--- config.mk ---
export PLATFORM = sky130hd
export DESIGN_NAME = depth_sorted_list_top
export DESIGN_NICKNAME = d
export VERILOG_FILES = /design/src/design/dsl_pkg.sv /design/src/design/depth_sorted_list_top.sv /design/src/design/dsl_cell.sv
export SDC_FILE = /design/constraint.sdc
export NUM_CORES = 2
export LEC_CHECK = 0
export BUFFER_PORTS_ARGS = -buffer_cell sky130_fd_sc_hd__buf_2
export CORE_UTILIZATION = 65
export DETAILED_ROUTE_END_ITERATION = 12
export PLACE_DENSITY = 0.82
export SYNTH_ARGS = -nofsm -noshare
export SYNTH_HDL_FRONTEND = slang
export SYNTH_SLANG_ARGS = --single-unit
--- constraint.sdc ---
create_clock -name clk -period 19.05 [get_ports clk]
set_input_delay 0.9525 -clock clk [delete_from_list [all_inputs] [get_ports clk]]
set_output_delay 0.9525 -clock clk [all_outputs]
set_load 0.01 [all_outputs]
--- src/design/dsl_pkg.sv ---
// dsl_pkg: request/result structs, codes and cell control for the depth sorted list.
// Depends on nothing; used by dsl_cell and depth_sorted_list_top.

package dsl_pkg;

	localparam logic [1:0] REQ_INSERT = 2'd0;
	localparam logic [1:0] REQ_REMOVE = 2'd1;
	localparam logic [1:0] REQ_LIST   = 2'd2;

	localparam logic [1:0] ST_OK        = 2'd0;
	localparam logic [1:0] ST_FULL      = 2'd1;
	localparam logic [1:0] ST_NOT_FOUND = 2'd2;
	localparam logic [1:0] ST_EMPTY     = 2'd3;

	typedef struct packed {
		logic [1:0]         req_type;
		logic [15:0]        handle;
		logic signed [15:0] depth_key;
	} req_t;

	typedef struct packed {
		logic [15:0]        out_handle;
		logic signed [15:0] out_depth;
		logic [1:0]         status;
		logic               last;
	} rsp_t;

	typedef enum logic [1:0] {
		CELL_HOLD,
		CELL_INSERT,
		CELL_REMOVE,
		CELL_ROTATE
	} cell_op_t;

	typedef struct packed {
		cell_op_t    op;
		logic [15:0] handle;
	} cell_ctl_t;

	typedef enum logic {
		FSM_IDLE,
		FSM_LIST
	} fsm_t;

endpackage

--- src/design/depth_sorted_list_top.sv ---
// depth_sorted_list_top: sorted handle/depth list built as a chain of dsl_cell slots.
// Uses dsl_pkg and dsl_cell.
//
// Requests: a transfer happens on a rising edge with start high and busy low.
// req_type selects insert, remove by handle or list; depth_key is used by insert.
// Results: rsp is valid for one cycle while done is high; the receiver cannot stall.
// Insert and remove finish in the accepting cycle's edge: their single result
// appears in the cycle after the transfer, and a new request may follow at once,
// so these run at one request per cycle.
// Insert compares the key in every cell at once; the new entry drops into the
// first slot holding a greater depth (else the first free slot) and the slots behind shift back by one.
// Remove finds the first matching handle and the slots behind shift forward.
// List: busy is high in the list state (N entries); one entry a cycle is emitted from
// the head slot while the valid part of the chain rotates, so the order is
// restored when last is flagged. An empty list gives one result with status
// empty and no busy period.
// Reset clears every slot's valid bit and the entry count; payload is not reset.
// Inserts into a full list are dropped and flagged.

module depth_sorted_list_top
	import dsl_pkg::*;
#(
	parameter int CAPACITY   = 32,
	parameter int DEPTH_BITS = 16
) (
	input  logic clk,
	input  logic arst_n,
	input  logic start,
	input  req_t req,
	output logic busy,
	output logic done,
	output rsp_t rsp
);

	localparam int CNT_W = $clog2(CAPACITY + 1);

	logic signed [DEPTH_BITS-1:0] key_fit;

	generate
		if (DEPTH_BITS >= 16) begin : g_wide
			assign key_fit = DEPTH_BITS'(req.depth_key);
		end else begin : g_sat
			localparam logic signed [15:0] KEY_HI = 16'((1 << (DEPTH_BITS - 1)) - 1);
			localparam logic signed [15:0] KEY_LO = -KEY_HI - 16'sd1;
			logic signed [15:0] key_clip;
			always_comb begin
				priority if (req.depth_key > KEY_HI) begin
					key_clip = KEY_HI;
				end else if (req.depth_key < KEY_LO) begin
					key_clip = KEY_LO;
				end else begin
					key_clip = req.depth_key;
				end
			end
			assign key_fit = key_clip[DEPTH_BITS-1:0];
		end
	endgenerate

	logic                         cell_valid [CAPACITY];
	logic                         cell_gt    [CAPACITY];
	logic                         cell_hit   [CAPACITY];
	logic [15:0]                  cell_handle[CAPACITY];
	logic signed [DEPTH_BITS-1:0] cell_depth [CAPACITY];
	logic [CAPACITY-1:0]          valid_vec;

	cell_ctl_t  ctl;
	fsm_t       state_q, state_d;
	logic [CNT_W-1:0] count_q, count_d;
	logic [CNT_W-1:0] rem_q, rem_d;
	rsp_t       rsp_q, rsp_d;
	logic       done_q, done_d;
	logic       accept;
	logic       full;
	logic       found;

	genvar i;
	generate
		for (i = 0; i < CAPACITY; i++) begin : g_cell
			logic                         p_valid, p_gt, p_hit, n_valid;
			logic [15:0]                  p_handle, n_handle;
			logic signed [DEPTH_BITS-1:0] p_depth, n_depth;

			if (i == 0) begin : g_first
				assign p_valid  = 1'b1;
				assign p_gt     = 1'b0;
				assign p_hit    = 1'b0;
				assign p_handle = '0;
				assign p_depth  = '0;
			end else begin : g_mid
				assign p_valid  = cell_valid[i-1];
				assign p_gt     = cell_gt[i-1];
				assign p_hit    = cell_hit[i-1];
				assign p_handle = cell_handle[i-1];
				assign p_depth  = cell_depth[i-1];
			end

			if (i == CAPACITY - 1) begin : g_tail
				assign n_valid  = 1'b0;
				assign n_handle = '0;
				assign n_depth  = '0;
			end else begin : g_body
				assign n_valid  = cell_valid[i+1];
				assign n_handle = cell_handle[i+1];
				assign n_depth  = cell_depth[i+1];
			end

			dsl_cell #(
				.DEPTH_BITS(DEPTH_BITS)
			) u_cell (
				.clk        (clk),
				.arst_n     (arst_n),
				.ctl        (ctl),
				.key        (key_fit),
				.prev_valid (p_valid),
				.prev_gt    (p_gt),
				.prev_hit   (p_hit),
				.prev_handle(p_handle),
				.prev_depth (p_depth),
				.next_valid (n_valid),
				.next_handle(n_handle),
				.next_depth (n_depth),
				.head_handle(cell_handle[0]),
				.head_depth (cell_depth[0]),
				.valid      (cell_valid[i]),
				.gt         (cell_gt[i]),
				.hit        (cell_hit[i]),
				.handle     (cell_handle[i]),
				.depth      (cell_depth[i])
			);

			assign valid_vec[i] = cell_valid[i];
		end
	endgenerate

	assign accept = start && (state_q == FSM_IDLE);
	assign full   = (count_q == CNT_W'(CAPACITY));
	assign found  = cell_hit[CAPACITY-1];

	always_ff @(posedge clk or negedge arst_n) begin
		if (!arst_n) begin
			state_q <= FSM_IDLE;
		end else begin
			state_q <= state_d;
		end
	end

	always_comb begin
		state_d    = state_q;
		count_d    = count_q;
		rem_d      = rem_q;
		done_d     = 1'b0;
		ctl.op     = CELL_HOLD;
		ctl.handle = req.handle;
		rsp_d.out_handle = req.handle;
		rsp_d.out_depth  = '0;
		rsp_d.status     = ST_OK;
		rsp_d.last       = 1'b1;
		unique case (state_q)
			FSM_IDLE: begin
				if (accept) begin
					unique case (req.req_type)
						REQ_INSERT: begin
							done_d = 1'b1;
							if (full) begin
								rsp_d.status = ST_FULL;
							end else begin
								ctl.op  = CELL_INSERT;
								count_d = count_q + 1'b1;
							end
						end
						REQ_REMOVE: begin
							done_d = 1'b1;
							ctl.op = CELL_REMOVE;
							if (found) begin
								count_d = count_q - 1'b1;
							end else begin
								rsp_d.status = ST_NOT_FOUND;
							end
						end
						REQ_LIST: begin
							if (count_q == '0) begin
								done_d       = 1'b1;
								rsp_d.status = ST_EMPTY;
							end else begin
								rem_d   = count_q;
								state_d = FSM_LIST;
							end
						end
						default: ;
					endcase
				end
			end
			FSM_LIST: begin
				ctl.op           = CELL_ROTATE;
				done_d           = 1'b1;
				rsp_d.out_handle = cell_handle[0];
				rsp_d.out_depth  = 16'(cell_depth[0]);
				rsp_d.last       = (rem_q == CNT_W'(1));
				rem_d            = rem_q - 1'b1;
				if (rem_q == CNT_W'(1)) begin
					state_d = FSM_IDLE;
				end
			end
			default: ;
		endcase
	end

	always_ff @(posedge clk or negedge arst_n) begin
		if (!arst_n) begin
			count_q <= '0;
			done_q  <= 1'b0;
		end else begin
			count_q <= count_d;
			done_q  <= done_d;
		end
	end

	always_ff @(posedge clk) begin
		rem_q <= rem_d;
		rsp_q <= rsp_d;
	end

	assign busy = (state_q == FSM_LIST);
	assign done = done_q;
	assign rsp  = rsp_q;

`ifndef SYNTHESIS
	a_count_range: assert property (@(posedge clk) disable iff (!arst_n)
		count_q <= CNT_W'(CAPACITY))
		else $error("entry count beyond capacity");

	a_count_cells: assert property (@(posedge clk) disable iff (!arst_n)
		$countones(valid_vec) == int'(count_q))
		else $error("entry count disagrees with valid cells");

	a_valid_prefix: assert property (@(posedge clk) disable iff (!arst_n)
		(valid_vec & (valid_vec + CAPACITY'(1))) == '0)
		else $error("valid cells not contiguous from head");

	a_list_strobe: assert property (@(posedge clk) disable iff (!arst_n)
		(state_q == FSM_LIST) |=> done_q)
		else $error("list cycle gave no result");

	a_list_end: assert property (@(posedge clk) disable iff (!arst_n)
		((state_q == FSM_LIST) && (rem_q == CNT_W'(1))) |=> (done_q && rsp_q.last
		&& (state_q == FSM_IDLE)))
		else $error("list did not end with last");
`endif

endmodule

--- src/design/dsl_cell.sv ---
// dsl_cell: one slot of the sorted chain, holding a handle and a depth.
// Shifts from its neighbours on insert, remove and list rotation. Uses dsl_pkg.

module dsl_cell
	import dsl_pkg::*;
#(
	parameter int DEPTH_BITS = 16
) (
	input  logic                         clk,
	input  logic                         arst_n,
	input  cell_ctl_t                    ctl,
	input  logic signed [DEPTH_BITS-1:0] key,
	input  logic                         prev_valid,
	input  logic                         prev_gt,
	input  logic                         prev_hit,
	input  logic [15:0]                  prev_handle,
	input  logic signed [DEPTH_BITS-1:0] prev_depth,
	input  logic                         next_valid,
	input  logic [15:0]                  next_handle,
	input  logic signed [DEPTH_BITS-1:0] next_depth,
	input  logic [15:0]                  head_handle,
	input  logic signed [DEPTH_BITS-1:0] head_depth,
	output logic                         valid,
	output logic                         gt,
	output logic                         hit,
	output logic [15:0]                  handle,
	output logic signed [DEPTH_BITS-1:0] depth
);

	logic                         valid_q;
	logic [15:0]                  handle_q;
	logic signed [DEPTH_BITS-1:0] depth_q;
	logic                         valid_d;
	logic [15:0]                  handle_d;
	logic signed [DEPTH_BITS-1:0] depth_d;

	assign gt  = valid_q && (depth_q > key);
	assign hit = prev_hit || (valid_q && (handle_q == ctl.handle));

	always_comb begin
		valid_d  = valid_q;
		handle_d = handle_q;
		depth_d  = depth_q;
		unique case (ctl.op)
			CELL_INSERT: begin
				if (prev_gt) begin
					valid_d  = 1'b1;
					handle_d = prev_handle;
					depth_d  = prev_depth;
				end else if (prev_valid && (!valid_q || gt)) begin
					valid_d  = 1'b1;
					handle_d = ctl.handle;
					depth_d  = key;
				end
			end
			CELL_REMOVE: begin
				if (hit) begin
					valid_d  = next_valid;
					handle_d = next_handle;
					depth_d  = next_depth;
				end
			end
			CELL_ROTATE: begin
				if (valid_q) begin
					handle_d = next_valid ? next_handle : head_handle;
					depth_d  = next_valid ? next_depth : head_depth;
				end
			end
			default: ;
		endcase
	end

	always_ff @(posedge clk or negedge arst_n) begin
		if (!arst_n) begin
			valid_q <= 1'b0;
		end else begin
			valid_q <= valid_d;
		end
	end

	always_ff @(posedge clk) begin
		handle_q <= handle_d;
		depth_q  <= depth_d;
	end

	assign valid  = valid_q;
	assign handle = handle_q;
	assign depth  = depth_q;

endmodule
# Word level (Yosys, flattened, before mapping)
# Cells that the tools add are included.
# word_totals
out_inout_bits	37
inputBits	37
register_bits	1105
wordCells	1076
# op_classes
n_mux	531
order_cmp	32
bitwise	2
add_sub_neg	3
n_eq_ne	140
reduce_logical	264
# op_table
op	n
$mux 16	315
$pmux 16 s3	64
$eq 16x16->1	32
$gt 16x16->1	32
$ne 2x1->1 const B	65
$reduce_and 4->1	31
$mux 1	103
$reduce_and 3->1	33
$logic_and 1x1->1	96
$ne 3x1->1 const B	31
$pmux 1 s2	35
$logic_or 1x1->1	63
$logic_not 1->1	32
$mux 32	1
$mux 6	5
$pmux 6 s2	2
$sub 6x1->6 const B	2
$ne 2x2->1 const B	5
$reduce_and 5->1	2
$pmux 2 s2	2
$add 6x1->6 const B	1
$eq 2x2->1 const B	3
$eq 6x1->1 const B	1
$eq 6x6->1 const B	1
9 further kinds	15

# Longest topological paths before layout
# logic_depth
ltp_word	35
ltp_mapped	15

# By module
# Synthesis repeated with hierarchy kept, for this count alone.
# hier_totals
hier_cells	8987
area_unflattened_um2	86840.8
# modules_own_cells
mod	area_per_inst_um2	instances	cells_each
dsl_cell at g_cell[0].u_cell ...	2657.5	14	276
dsl_cell at g_cell[22].u_cell ...	2646.3	13	275
dsl_cell at g_cell[5].u_cell ...	2671.3	4	276
dsl_cell at g_cell[9].u_cell	2653.8	1	275
depth_sorted_list_top	1894.3	1	169

# Least setup slack after synthesis
# No wires, ideal clock.
# synth_path
path_kind	input to register
start	input req[15] in the netlist's numbering
end	register g_cell[30].u_cell.depth_q[0] (enable)
path_stages	9
t_arrival_ns	8.495
path_slack_ns	9.961
cell_sequence	clkbuf_1 > clkinv_1 > ha_1 > nand4_1 > nor3_1 > a21boi_0 > o211a_1 > o32ai_1 > a2111oi_0
# synth_via
elab_chain_cells	6
elab_cells_between_ends	8
cone_classes	order compare (2); eq/ne (1); reduce/logical (5)
# synth_lines
element	line_no	source
from (decl)	depth_sorted_list_top.sv:29	input req_t req,
$gt 16x16->1	dsl_cell.sv:37	assign gt = valid_q && (depth_q > key);
$logic_and 1x1->1	dsl_cell.sv:37	
$logic_or 1x1->1	dsl_cell.sv:50	end else if (prev_valid && (!valid_q || gt)) begin
$logic_and 1x1->1	dsl_cell.sv:50	
$ne 3x1->1 (no line) (*)	--	
$reduce_and 4->1 (no line) (*)	--	
to (signal assigned)	dsl_cell.sv:83	depth_q <= depth_d;
to (decl)	dsl_cell.sv:32	logic signed [DEPTH_BITS-1:0] depth_q;
# Mark *: on every way between the ends. The rest lies on a longest branch, timed or not.
# A chain may end at the register's enable or synchronous reset.

# Worst setup path after layout
# layout_path
start	register state_q (netlist: busy)
end	register g_cell[14].u_cell.depth_q[8] (data pin)
# layout_via
elab_chain_cells	6
elab_cells_between_ends	8
cone_classes	eq/ne (3); mux (3); bitwise (1); reduce/logical (1)
# layout_lines
element	line_no	source
from (decl)	depth_sorted_list_top.sv:67	fsm_t state_q, state_d;
from (signal assigned)	depth_sorted_list_top.sv:143	state_q <= state_d;
$not 1->1 (no line)	--	
$logic_and 1x1->1	depth_sorted_list_top.sv:135	assign accept = start && (state_q == FSM_IDLE);
$mux 2	depth_sorted_list_top.sv:160	if (accept) begin
$pmux 2 s2 (*)	depth_sorted_list_top.sv:158	unique case (state_q)
$eq 2x2->1 / $eq 2x1->1 (equally long branches)	dsl_cell.sv:44	unique case (ctl.op)
$pmux 16 s3 (*)	dsl_cell.sv:44	
named net g_cell[14].u_cell.depth_d[8]	dsl_cell.sv:35	logic signed [DEPTH_BITS-1:0] depth_d;
to (signal assigned)	dsl_cell.sv:83	
to (decl)	dsl_cell.sv:32	
# The timed path passes the listed nets; every way through them passes the cells marked *.

==> run metrics <==
outcome=finished clean; GRT Resource Usage Total=42.75%; Worst R2R Start=busy$_DFF_PN0_; CTS tree=done; Net Count, Synth=9293; GPL Wtd Cong=1.013; Die Wd=374.5 um; Die Area=140200 sq um; final core utilization=69.39%; CP endpoint kind=flop; Syn Std Cell Area=90170 sq um; Setup-failing EPs final=0; Critical Setup Path Class=reg2reg; Worst-Margin Slew=1.428 ns; initial antenna violation count=5; gr busiest metal=met2; # Post-CTS Setup Buffers=0; most frequent cells in the layout=o21ai_0, edfxtp_1, a22oi_1, mux2_2, mux2i_1; clk sinks=1105; Antenna Nets Post-Route=0; syn_area_per_cell=10.33 sq um; area share of and/or/nand/nor cells after synthesis=6.080%; dominant synthesized flop cell=edfxtp_1; Clk pwr share=13.0%; vias in the first global route=76.89k; share of layout cells above drive strength 1=18.06%; Slowest cell on crit path=buf_4; Synth warnings=0; routed len/inst=30.48 um; critical path required time=19.52 ns; PnR worst setup slack=12.67 ns; clock buffer depth=3; largest family of logic cells by synthesized area=multiplexers; Nets=8847; Leakage=38.28 nW; Synth Area in XOR/XNOR=5.099%; post-synthesis adder-cell area fraction=7.265%; critical-path maximum fanout=235; compound-cell area share of the yosys netlist=18.84%; Initial Util=65.58%; CP delay by family, top=buffers and inverters; row count=136; Max Cap Viol=0; final-report hold violation count=0; Clk Latency, worst-skew pair=0.80 ns; r2r worst-path depth=9; Sum Neg Setup Slack=0 ns; H-tree levels=4; pin count of the biggest net entering global routing=236; switching portion of total power=46.17%; worst path cell trace=buf_4, inv_1, nand2_1, ha_4, or2_4, buf_12, buf_4, buf_4, o21ai_0; Clock transition at path regs=0.06 ns; area growth from synthesis to layout=5.807%; total global routing overflow=0; pre-CTS setup slack=12.96 ns; worst path bufs/invs=5; Pre-Repair DR Iteration Count=9; Tcrit/Tclk final=33.49%; placed insts=9945; Worst Skew=0.03634 ns; Switch Pwr=0.009179 W; setup slack, reg-to-reg=12.67 ns; die height=374.5 um; FF+latch count, synth=1105; CP peak stage delay=0.87 ns; P per Cell Area=208.4 nW/um^2; cts hold-fix bufs=0; post-CTS sizing=0; Combinational Power Share=54.4%; met3 usage=9.281%; most common cell after layout, fill and taps aside=o21ai_0; Hold Crit Class=in2async; detailed-route wire length=310.6 mm; Fillers=10.02k; most used cell, CP=buf_4; Critical Path AT=6.85 ns; clk root buf=clkbuf_16; DR vias/cell=7.632; Slew headroom=4.779%; mux cell area share after synthesis=21.93%; detailed-placement wirelength estimate=198.7 mm; first-pass GRT wire length=467.3 mm; Async S/R FF share, synth=3.620%; Fmax=0.1568 GHz; grt met1 use=52.35%; CTS Buf Count=133; I/O pins=74; Seq pwr share=32.6%; # port buffers=73; startpoint types=flop; RSZ-0062 raised after global routing=no; Non-Filler Instances=10.19k; Seq/Total Area, Yosys=36.19%; RR Endpoint=g_cell[14].u_cell.depth[8]$_DFFE_PP_; Slew Viols, Final=0; EDFF count, synth=1030; core footprint=137500 sq um; initial drt markers=10.51k; count of unique library cells instantiated by Yosys=101; M2 GR Usage=66.98%; Max IR drop VDD=192.2 uV; via count=77.77k; Int Power=0.01070 W; DRC viols=0; post-synthesis cell count=8733; final worst path period need=6.379 ns
[power groups by stage]
stage,sequential (W),combinational (W),clock (W)
2_1_floorplan,0.00584,0.00775,0
3_3_place_gp,0.00637,0.00996,0
3_5_place_dp,0.00644,0.0104,0
4_1_cts,0.00640,0.0105,0.00257
5_1_grt,0.00660,0.0115,0.00265
6_report,0.00649,0.0108,0.00258
[layout make-up]
| cell class | instances | area [sq um] | share of cell area (%) |
|---|---|---|---|
| Antenna cell | 2 | 5.005 | 0.005246 |
| Clock buffer | 188 | 3774 | 3.955 |
| Clock inverter | 54 | 476.7 | 0.4996 |
| Inverter | 144 | 540.5 | 0.5665 |
| Multi-Input combinational cell | 6631 | 53790 | 56.37 |
| Sequential cell | 1105 | 32640 | 34.21 |
| Tap cell | 1794 | 2245 | 2.353 |
| Timing Repair Buffer | 272 | 1941 | 2.034 |
[state kept, by name (all words and copies together), names as in the netlist]
name,count
rem_q,6
rsp,35
g_cell.u_cell.valid,32
g_cell.u_cell.handle,512
done,1
g_cell.u_cell.depth,512
count_q,6
busy,1
[per-layer routing]
layer  part of all wire, %  routed length (um)
met5                0.0077                  24
met3                    12               37620
met1                    35              109300
met2                    44              138000
met4                   8.3               25640
[synth_stat cells, drive strengths merged, types with 8 or more instances]
master / count / share of area, %
a31oi: 17 / 0.12
xor2: 159 / 1.5
or3: 11 / 0.076
nor4b: 11 / 0.11
nand2b: 14 / 0.097
nand4: 170 / 1.2
a22oi: 962 / 8.0
xnor2: 366 / 3.6
nand3: 129 / 0.72
o21ai: 1060 / 5.9
nor4: 55 / 0.43
o21a: 22 / 0.18
and3: 33 / 0.23
a2111oi: 19 / 0.20
dfxtp: 35 / 0.78
buf: 234 / 1.4
clkbuf: 619 / 2.6
or4: 11 / 0.096
o311ai: 18 / 0.17
edfxtp: 1030 / 34
a21oi: 282 / 1.6
and2: 27 / 0.19
clkinv: 15 / 0.062
inv: 129 / 0.54
nor2b: 30 / 0.21
mux2: 954 / 12
a21o: 71 / 0.59
nor3: 73 / 0.41
nand2: 261 / 1.1
o31ai: 12 / 0.11
o221ai: 18 / 0.17
a211o: 15 / 0.15
a211oi: 36 / 0.31
o211ai: 40 / 0.34
dfrtp: 40 / 1.1
ha: 522 / 7.2
o211a: 8 / 0.089
o21bai: 8 / 0.067
and4: 17 / 0.17
nor2: 175 / 0.73
mux2i: 902 / 10
[cells by family after synthesis]
group	count (synthesis)
mux	1856
xor+xnor	525
flops	1105
fa+ha+maj	523
compound gates	2674
buf+inv	997
simple gates	1053
[through the flow]
stage / area [sq um] / hold WS, ns / power, W
finish: 95410 / 0.3076 / 0.01988
global route: 95400 / 0.3577 / 0.02078
CTS: 95390 / 0.2977 / 0.01945
detailed placement: 91140 / 0.5481 / 0.01684
global placement: 91140 / 0.5419 / 0.01633
floorplan: 90170 / 0.5023 / 0.01359
[how the worst max path moves through the flow]
stage                           startpoint                              endpoint  slack (ns)  depth (start not counted)
detailed placement                 req[32]  g_cell[15].u_cell.depth[7]$_DFFE_PP_       12.96                         11
CTS                         busy$_DFF_PN0_  g_cell[14].u_cell.depth[8]$_DFFE_PP_       13.09                          9
finish                      busy$_DFF_PN0_  g_cell[14].u_cell.depth[8]$_DFFE_PP_       12.67                          9
global placement                   req[32]  g_cell[13].u_cell.depth[7]$_DFFE_PP_       13.07                         11
global route        count_q[0]$_DFFE_PN0P_  g_cell[14].u_cell.depth[8]$_DFFE_PP_       12.68                         12
floorplan                          req[15]  g_cell[30].u_cell.depth[0]$_DFFE_PP_        9.96                          9
No activity file was read; power rests on OpenSTA's default activity.
